File: config.mk
export PLATFORM = sky130hd
export DESIGN_NAME = counting_semaphore_fifo_waiters
export DESIGN_NICKNAME = d
export VERILOG_FILES = /design/src/rtl/csfw_pkg.sv /design/src/rtl/csfw_cell.sv /design/src/rtl/counting_semaphore_fifo_waiters.sv
export VERILOG_INCLUDE_DIRS = /design/src /design/src/rtl
export SDC_FILE = /design/constraint.sdc
export NUM_CORES = 1
export LEC_CHECK = 0
export BUFFER_PORTS_ARGS = -buffer_cell sky130_fd_sc_hd__clkbuf_2
export CORE_ASPECT_RATIO = 1.25
export CORE_MARGIN = 8
export CORE_UTILIZATION = 35
export CTS_BUF_LIST = sky130_fd_sc_hd__clkbuf_4 sky130_fd_sc_hd__clkbuf_8 sky130_fd_sc_hd__clkbuf_16
export CTS_CLUSTER_DIAMETER = 150
export DETAILED_ROUTE_END_ITERATION = 10
export PLACE_DENSITY = 0.54
export SLEW_MARGIN = 20
export SYNTH_ARGS = -nofsm -noshare
export SYNTH_HDL_FRONTEND = slang
export SYNTH_SLANG_ARGS = --single-unit
File: constraint.sdc
create_clock -name clock -period 3.76 [get_ports clock]
set_clock_uncertainty 0.1 [all_clocks]
set_input_delay 0.376 -clock clock [delete_from_list [all_inputs] [get_ports clock]]
set_output_delay 0.376 -clock clock [all_outputs]
set_load 0.05 [all_outputs]
File: src/rtl/counting_semaphore_fifo_waiters_assert.svh
`ifndef COUNTING_SEMAPHORE_FIFO_WAITERS_ASSERT_SVH
`define COUNTING_SEMAPHORE_FIFO_WAITERS_ASSERT_SVH

// Checks that a condition holds in the same cycle as its trigger.
`define CSFW_ASSERT_NOW(label, clk, rst, trig, cond) \
   label: assert property (@(posedge clk) disable iff (rst) (trig) |-> (cond)) \
      else $error("semaphore check failed in the same cycle");

// Checks that a condition holds in the cycle after its trigger.
`define CSFW_ASSERT_NEXT(label, clk, rst, trig, cond) \
   label: assert property (@(posedge clk) disable iff (rst) (trig) |=> (cond)) \
      else $error("semaphore check failed in the following cycle");

`endif

File: src/rtl/csfw_pkg.sv
package csfw_pkg;

   localparam int TASK_BITS      = 4;
   localparam int COUNT_OUT_BITS = 16;

   localparam logic OP_WAIT   = 1'b0;
   localparam logic OP_SIGNAL = 1'b1;

   typedef logic [TASK_BITS-1:0]      task_id_type;
   typedef logic [COUNT_OUT_BITS-1:0] count_out_type;

   typedef struct packed {
      logic shift;
      logic load;
   } cell_ctrl_type;

endpackage

File: src/rtl/csfw_cell.sv
module csfw_cell import csfw_pkg::*; (
   input  logic          clock,
   input  cell_ctrl_type ctrl,
   input  task_id_type   next_tid,
   input  task_id_type   push_tid,
   output task_id_type   tid
);

   task_id_type tid_ff;
   task_id_type tid_in;

   always_comb begin
      tid_in = tid_ff;
      if (ctrl.shift) begin
         tid_in = next_tid;
      end else if (ctrl.load) begin
         tid_in = push_tid;
      end
   end

   always_ff @(posedge clock) begin
      tid_ff <= tid_in;
   end

   assign tid = tid_ff;

endmodule

File: src/rtl/counting_semaphore_fifo_waiters.sv
// Counting semaphore with a first-in first-out queue of blocked tasks.
// A transaction is taken at a rising edge with start high and busy low; busy
// stays low, so a new transaction may be issued in every cycle.
// req_opcode selects wait or signal and req_task_id names the task.
// Each transaction yields one result in the cycle after it is taken, shown for exactly one
// cycle with rsp_strobe high; the receiver cannot stall it.
// A wait on a nonzero count is granted; otherwise the task joins the queue,
// or is dropped with rsp_queue_full when the queue is full.
// A signal raises the count (saturating with rsp_overflow) and releases the
// oldest waiter on rsp_woken_task.
// The queue is a row of cells; a release shifts every cell toward the head,
// and an insert loads the cell at the fill level.
// A write on csr_we loads csr_wdata into the count while no task waits.
// Synchronous reset empties the queue, clears the count and drops any
// pending result.
`include "counting_semaphore_fifo_waiters_assert.svh"

module counting_semaphore_fifo_waiters import csfw_pkg::*; #(
   parameter int QUEUE_DEPTH = 8,
   parameter int COUNT_BITS  = 16
) (
   input  logic          clock,
   input  logic          reset,
   input  logic          start,
   output logic          busy,
   input  logic          req_opcode,
   input  task_id_type   req_task_id,
   output logic          rsp_strobe,
   output logic          rsp_granted,
   output logic          rsp_blocked,
   output logic          rsp_queue_full,
   output logic          rsp_woken_valid,
   output task_id_type   rsp_woken_task,
   output count_out_type rsp_count_now,
   output logic          rsp_overflow,
   input  logic          csr_we,
   input  count_out_type csr_wdata
);

   localparam int OCC_BITS = $clog2(QUEUE_DEPTH + 1);
   localparam logic [COUNT_BITS-1:0] COUNT_MAX = {COUNT_BITS{1'b1}};
   localparam logic [OCC_BITS-1:0]   OCC_FULL  = OCC_BITS'(QUEUE_DEPTH);

   logic [COUNT_BITS-1:0] count_ff, count_in;
   logic [OCC_BITS-1:0]   occ_ff, occ_in;

   logic          strobe_ff, strobe_in;
   logic          granted_ff, granted_in;
   logic          blocked_ff, blocked_in;
   logic          full_ff, full_in;
   logic          woken_valid_ff, woken_valid_in;
   task_id_type   woken_tid_ff, woken_tid_in;
   logic          overflow_ff, overflow_in;
   count_out_type count_now_ff, count_now_in;

   logic          accept;
   logic          push;
   logic          pop;
   logic [31:0]   count_wide;
   task_id_type   tid_chain [QUEUE_DEPTH+1];
   cell_ctrl_type cell_ctrl [QUEUE_DEPTH];

   assign busy   = 1'b0;
   assign accept = start && !busy;

   assign tid_chain[QUEUE_DEPTH] = '0;

   for (genvar i = 0; i < QUEUE_DEPTH; i++) begin : g_cell
      assign cell_ctrl[i].shift = pop;
      assign cell_ctrl[i].load  = push && (occ_ff == OCC_BITS'(i));

      csfw_cell u_cell (
         .clock    (clock),
         .ctrl     (cell_ctrl[i]),
         .next_tid (tid_chain[i+1]),
         .push_tid (req_task_id),
         .tid      (tid_chain[i])
      );
   end

   always_comb begin
      count_in       = count_ff;
      occ_in         = occ_ff;
      push           = 1'b0;
      pop            = 1'b0;
      strobe_in      = accept;
      granted_in     = 1'b0;
      blocked_in     = 1'b0;
      full_in        = 1'b0;
      woken_valid_in = 1'b0;
      woken_tid_in   = '0;
      overflow_in    = 1'b0;
      if (accept) begin
         if (req_opcode == OP_WAIT) begin
            if (count_ff != '0) begin
               count_in   = count_ff - 1'b1;
               granted_in = 1'b1;
            end else begin
               blocked_in = 1'b1;
               if (occ_ff != OCC_FULL) begin
                  push   = 1'b1;
                  occ_in = occ_ff + 1'b1;
               end else begin
                  full_in = 1'b1;
               end
            end
         end else begin
            if (count_ff == COUNT_MAX) begin
               overflow_in = 1'b1;
            end else begin
               count_in = count_ff + 1'b1;
            end
            if (occ_ff != '0) begin
               pop            = 1'b1;
               occ_in         = occ_ff - 1'b1;
               woken_valid_in = 1'b1;
               woken_tid_in   = tid_chain[0];
            end
         end
      end
      if (csr_we && (occ_ff == '0)) begin
         count_in = COUNT_BITS'(csr_wdata);
      end
      count_wide   = 32'(count_in);
      count_now_in = count_wide[COUNT_OUT_BITS-1:0];
   end

   always_ff @(posedge clock) begin
      if (reset) begin
         count_ff  <= '0;
         occ_ff    <= '0;
         strobe_ff <= 1'b0;
      end else begin
         count_ff  <= count_in;
         occ_ff    <= occ_in;
         strobe_ff <= strobe_in;
      end
   end

   always_ff @(posedge clock) begin
      granted_ff     <= granted_in;
      blocked_ff     <= blocked_in;
      full_ff        <= full_in;
      woken_valid_ff <= woken_valid_in;
      woken_tid_ff   <= woken_tid_in;
      overflow_ff    <= overflow_in;
      count_now_ff   <= count_now_in;
   end

   assign rsp_strobe      = strobe_ff;
   assign rsp_granted     = granted_ff;
   assign rsp_blocked     = blocked_ff;
   assign rsp_queue_full  = full_ff;
   assign rsp_woken_valid = woken_valid_ff;
   assign rsp_woken_task  = woken_tid_ff;
   assign rsp_count_now   = count_now_ff;
   assign rsp_overflow    = overflow_ff;

   `CSFW_ASSERT_NOW(a_occ_bound, clock, reset, 1'b1, occ_ff <= OCC_FULL)
   `CSFW_ASSERT_NEXT(a_result_follows, clock, reset, accept, rsp_strobe)
   `CSFW_ASSERT_NOW(a_outcome_exclusive, clock, reset, rsp_strobe,
      !(rsp_granted && (rsp_blocked || rsp_woken_valid || rsp_overflow)))
   `CSFW_ASSERT_NEXT(a_push_grows, clock, reset, push, occ_ff == $past(occ_ff) + 1'b1)

endmodule
==> results.sh, run 1 <==
export IMPL_status="completed"
export IMPL_cts_tree="done"
export IMPL_crit_fanout=7
export IMPL_finalCritPeriodShare=0.735
export IMPL_synthFlopType="dfxtp_1"
export IMPL_insertion_delay_ns=0.34
export IMPL_drtIter0Drc=210
export IMPL_ant_nets=0
export IMPL_cp_start_kind="register"
export IMPL_synth_distinct_cells=63
export IMPL_diodes=0
export IMPL_ys_seq_elements=78
export IMPL_nNetsFinal=458
export IMPL_die_w_um=109
export IMPL_pin_count=52
export IMPL_final_setup_viol_count=0
export IMPL_grt_util_all_layers=0.146
export IMPL_via_count=3098
export IMPL_dieArea_mm2=0.0145
export IMPL_ir_worst_vdd_mv=0.247
export IMPL_hold_slack_ns=0.143
export IMPL_wirelength_mm=10.1
export IMPL_grt_setup_unrepaired="false"
export IMPL_postCtsSetupBuffers=0
export IMPL_firstDrtPassIters=4
export IMPL_area_growth_pct=17.5
export IMPL_cts_made_buffers=9
export IMPL_grt_antenna_before_repair=0
export IMPL_synth_warnings=0
export IMPL_synth_edf_count=28
export IMPL_powerDensity_mw_per_mm2=621
export IMPL_ctsResizeCount=0
export IMPL_cp_arrival_ns=2.69
export IMPL_endpoint_kind="register"
export IMPL_postSynthCellCount=392
export IMPL_rows=42
export IMPL_cts_path_max_buffers=2
export IMPL_max_freq_mhz=362
export IMPL_dpl_hpwl_mm=7.42
export IMPL_cts_root_buf="clkbuf_16"
export IMPL_synth_nets=424
export IMPL_hold_violations=0
export IMPL_period_minus_slack_ns=2.76
export IMPL_hold_buffers=0
export IMPL_synth_area_per_cell_um2=9.73
export IMPL_clock_sinks=78
export IMPL_crit_required_ns=3.69
export IMPL_power_leakage_nw=1.90
export IMPL_place_gp_congestion=0.940
export IMPL_min_path_type="in2reg"
export IMPL_maxSlewHeadroom=0.513
export IMPL_start_util=0.359
export IMPL_worst_slew_pin_slew_ns=0.725
export IMPL_htree_levels=3
export IMPL_worstSetupPathType="reg2reg"
export IMPL_wl_per_cell_um=17.9
export IMPL_cap_violations=0
export IMPL_synth_async_reset_ratio=0
export IMPL_io_buffer_count=50
export IMPL_tns_ns=0
export IMPL_viasPerCell=5.50
export IMPL_grt_ovfl_total=0
export IMPL_grt_pass1_wl_mm=16.4
export IMPL_grt_pass1_vias=3242
export IMPL_grt_max_degree=40
export IMPL_core_area_mm2=0.0106
export IMPL_chipHeight_um=133
export IMPL_fillCellCount=1080
export IMPL_yosysSeqAreaShare=0.483
export IMPL_layout_common_cells="dfxtp_1, clkbuf_2, a21o_1, nand2_1, edfxtp_1"
export IMPL_drive_gt1_frac=0.197
export IMPL_cts_clk_slew_worst_paths_ns=0.06
export IMPL_drc=0
export IMPL_synth_area_mm2=0.00381
export IMPL_maxSlewViolCount=0
export IMPL_post_route_util=0.422
==> flip-flops by register name (all words and copies together) (netlist names) <==
register,flops
count_ff,16
g_cell.u_cell.tid,32
occ_ff,4
rsp_blocked,1
rsp_count_now,16
rsp_granted,1
rsp_overflow,1
rsp_queue_full,1
rsp_strobe,1
rsp_woken_task,4
rsp_woken_valid,1
==> routing by layer <==
| layer | track usage | up-vias | share of wire |
|---|---|---|---|
| met2 | 0.244 | 95 | 0.50 |
| met5 | 0 | - | 0 |
| met1 | 0.158 | 1476 | 0.41 |
| met3 | 0.0350 | 26 | 0.048 |
| li1 | - | 1501 | - |
| met4 | 0.0948 | 0 | 0.044 |
==> layout make-up <==
type,count,area [um2],area share
repair buffers,54,280,0.0626
inverters,7,26.3,0.00586
clock inverters,7,123,0.0274
multi-input cells,276,1820,0.406
flip-flops and latches,78,1840,0.411
clock buffers,9,225,0.0503
well taps,132,165,0.0369
==> worst max-delay path: stages (launching register included) <==
cell and delay [ns]:
dfxtp_1 0.34, inv_1 0.11, ha_1 0.16, or4b_4 0.50, nor4_4 0.50, nand2_1 0.16
nor3_1 0.29, a21o_1 0.28
==> power by group <==
part           total [W]  internal [W]  switching, W
logic           0.000703      0.000222      0.000482
registers        0.00108      0.000989     0.0000890
clock network    0.00100      0.000650      0.000351
total            0.00278       0.00186      0.000922
==> final timing paths <==
kind,startpoint,end,slack [ns],depth (start not counted)
worst max register to register,count_ff[0],g_cell[1].u_cell.tid[0],1.0,7
worst min-delay path,csr_wdata[0],rsp_count_now[0],0.14,3
worst max-delay path,count_ff[0],g_cell[1].u_cell.tid[0],1.0,7
worst min register to register,g_cell[0].u_cell.tid[1],rsp_woken_task[1],0.34,1
==> cell usage after synthesis (4+ instances only) <==
cell type  count  area share
a211oi_1       6       0.012
a21o_1        34       0.067
a21oi_1       19       0.025
and2_1        10       0.016
and3_1         7       0.011
and4_1         7       0.016
buf_2          4      0.0053
clkbuf_1      21       0.021
dfxtp_1       50        0.26
edfxtp_1      28        0.22
ha_1           7       0.023
inv_1          6      0.0059
mux2i_1        4       0.011
nand2_1       32       0.032
nand2b_1       5      0.0082
nand3_1       14       0.018
nand4_1        8       0.013
nor2_1        26       0.026
nor2b_1       12       0.020
nor3_1        17       0.022
nor4_1         6      0.0098
o21ai_0        7      0.0092
xnor2_1        6       0.014
==> kinds of logic (layout without fill, tap and decap cells) <==
| logic type | after synthesis | count (layout) | synth area share |
|---|---|---|---|
| and+or+nand+nor | 162 | 162 | 0.238 |
| DFF | 78 | 78 | 0.483 |
| muxes | 6 | 6 | 0.0174 |
| buffers and inverters | 38 | 77 | 0.0427 |
| other | 1 | 1 | 0.000984 |
| xor gates and xnor gates | 9 | 9 | 0.0207 |
| AOI/OAI and AO/OA | 91 | 91 | 0.175 |
| adders and majority gates | 7 | 7 | 0.0230 |
==> metrics by stage <==
step | power (W) | std cells | area [um2] | setup slack [ns]
after detailed placement | 0.00180 | 547 | 4130 | 1.01
after global placement | 0.00180 | 547 | 4130 | 1.06
after CTS | 0.00282 | 563 | 4480 | 0.971
final | 0.00278 | 563 | 4480 | 0.997
after global routing | 0.00292 | 563 | 4480 | 0.809
after floorplan | 0.00163 | 392 | 3810 | 1.32
(Power assumes the default switching activity.)
==> run 2, diff against run 1 <==
==> constraint.sdc (replaced) <==
create_clock -name clock -period 2.9 [get_ports clock]
set_clock_uncertainty 0.1 [all_clocks]
set_input_delay 0.29 -clock clock [delete_from_list [all_inputs] [get_ports clock]]
set_output_delay 0.29 -clock clock [all_outputs]
set_load 0.05 [all_outputs]
==> run 2 against run 1 <==
Net effect:
- flip-flop and latch count stayed put
- count of clock-buffer cells in the layout is 3 higher
- routed wire length grew 0.17%
- critical path depth did not move
==> results.sh, run 2 (same netlist as run 1, synthesis figures left out) <==
export IMPL_status="completed"
export IMPL_drive_gt1_frac=0.215
export IMPL_crit_chain="inv_1, ha_1, or4b_4, nor4_4, nand2_1, nor3_1, a21o_1"
export IMPL_max_freq_mhz=384
export IMPL_powerDensity_mw_per_mm2=772
export IMPL_core_area_mm2=0.0106
export IMPL_diodes=0
export IMPL_maxSlewViolCount=0
export IMPL_period_minus_slack_ns=2.61
export IMPL_tns_ns=0
export IMPL_pin_count=52
export IMPL_htree_levels=3
export IMPL_crit_fanout=6
export IMPL_viasPerCell=5.39
export IMPL_power_leakage_nw=1.94
export IMPL_worstSetupPathType="reg2reg"
export IMPL_insertion_delay_ns=0.33
export IMPL_area_growth_pct=18.4
export IMPL_clock_sinks=78
export IMPL_chipHeight_um=133
export IMPL_cts_path_max_buffers=2
export IMPL_start_util=0.359
export IMPL_cpPeakStageDelay_ns=0.50
export IMPL_hold_violations=0
export IMPL_ir_worst_vdd_mv=0.321
export IMPL_p_int_w=0.00230
export IMPL_cts_clk_slew_worst_paths_ns=0.06
export IMPL_postCtsSetupBuffers=0
export IMPL_crit_required_ns=2.82
export IMPL_layout_common_cells="dfxtp_1, clkbuf_2, a21o_1, nand2_1, edfxtp_1"
export IMPL_drtIter0Drc=161
export IMPL_hold_buffers=0
export IMPL_rows=42
export IMPL_cp_buffers_inverters=1
export IMPL_grt_pass1_vias=3153
export IMPL_grt_antenna_before_repair=0
export IMPL_cp_start_kind="register"
export IMPL_io_buffer_count=50
export IMPL_ant_nets=0
export IMPL_cts_tree="done"
export IMPL_drc=0
export IMPL_cts_made_buffers=9
export IMPL_largest_reg_flops=32
export IMPL_ctsResizeCount=0
export IMPL_cts_root_buf="clkbuf_16"
export IMPL_cap_violations=0
export IMPL_p_sw_frac=0.340
export IMPL_cp_arrival_ns=2.53
export IMPL_pwr_share_seq=0.399
export IMPL_wl_per_cell_um=17.6
export IMPL_slowest_stage="or4b_4"
export IMPL_crit_family="simple AND/OR/NAND/NOR gates"
export IMPL_finalCritPeriodShare=0.899
export IMPL_p_comb_frac=0.276
export IMPL_worst_slew_pin_slew_ns=0.681
export IMPL_die_w_um=109
export IMPL_grt_setup_unrepaired="false"
export IMPL_endpoint_kind="register"
export IMPL_dieArea_mm2=0.0145
export IMPL_nNetsFinal=469
export IMPL_grt_util_all_layers=0.144
export IMPL_final_setup_viol_count=0
export IMPL_place_gp_congestion=0.987
export IMPL_min_path_type="in2reg"
export IMPL_post_route_util=0.425
export IMPL_grt_pass1_wl_mm=16.4
export IMPL_grt_ovfl_total=0
export IMPL_dpl_hpwl_mm=7.67
export IMPL_p_sw_w=0.00118
export IMPL_wirelength_mm=10.1
export IMPL_fillCellCount=1098
export IMPL_firstDrtPassIters=5
export IMPL_pwr_share_clk=0.325
export IMPL_grt_max_degree=27
export IMPL_maxSlewHeadroom=0.545
export IMPL_via_count=3092
-- run 2: changes by cell type in the layout (fill, tap and decap cells not counted), moves of 2 or more --
| cell | before | now |
|---|---|---|
| clkbuf_4 | 0 | 2 |
| bufinv_16 | 3 | 1 |
| clkinv_4 | 2 | 0 |
| buf_4 | 4 | 15 |
-- run 2: layout make-up --
class                           instances  area, um2  area share
Clock buffer                           12        254      0.0562
Clock inverter                          4       46.3      0.0103
Inverter                                7       26.3     0.00582
Multi-Input combinational cell        276       1820       0.403
Sequential cell                        78       1840       0.408
Tap cell                              132        165      0.0366
Timing Repair Buffer                   65        363      0.0804
-- run 2: power by group through the flow --
stage	Combinational, W	Clock (W)	Sequential, W
CTS	0.000972	0.00116	0.00139
floorplan	0.000504	0	0.00160
detailed placement	0.000967	0	0.00141
finish	0.000963	0.00113	0.00139
global placement	0.000967	0	0.00141
global route	0.00104	0.00120	0.00141
-- run 2: metrics by stage --
step / setup WS [ns] / hold slack [ns] / instances / area, um2 / total power (W)
finish: 0.294 / 0.0759 / 574 / 4520 / 0.00348
global route: 0.0903 / 0.0832 / 574 / 4520 / 0.00365
CTS: 0.292 / 0.0586 / 574 / 4520 / 0.00352
detailed placement: 0.314 / 0.327 / 558 / 4220 / 0.00238
global placement: 0.344 / 0.325 / 558 / 4220 / 0.00238
floorplan: 0.463 / 0.262 / 392 / 3810 / 0.00211
-- run 2: path summary, 6_finish.rpt --
| kind | from | slack (ns) | cells after the start | endpoint |
|---|---|---|---|---|
| worst max-delay path | count_ff[0] | 0.29 | 7 | g_cell[1].u_cell.tid[1] |
| worst min register to register | g_cell[0].u_cell.tid[2] | 0.34 | 1 | rsp_woken_task[2] |
| worst max register to register | count_ff[0] | 0.29 | 7 | g_cell[1].u_cell.tid[1] |
| worst min-delay path | csr_wdata[0] | 0.08 | 3 | rsp_count_now[0] |
-- run 2: worst min-delay path, stage by stage --
cell      delay, ns
clkbuf_2       0.08
nand2_1        0.06
nand2_1        0.06
-- run 2: per-layer routing --
| layer | GRT usage | vias up | share of wire |
|---|---|---|---|
| li1 | - | 1517 | - |
| met1 | 0.162 | 1454 | 0.41 |
| met2 | 0.245 | 93 | 0.51 |
| met3 | 0.0374 | 28 | 0.047 |
| met4 | 0.0670 | 0 | 0.035 |
| met5 | 0 | - | 0 |
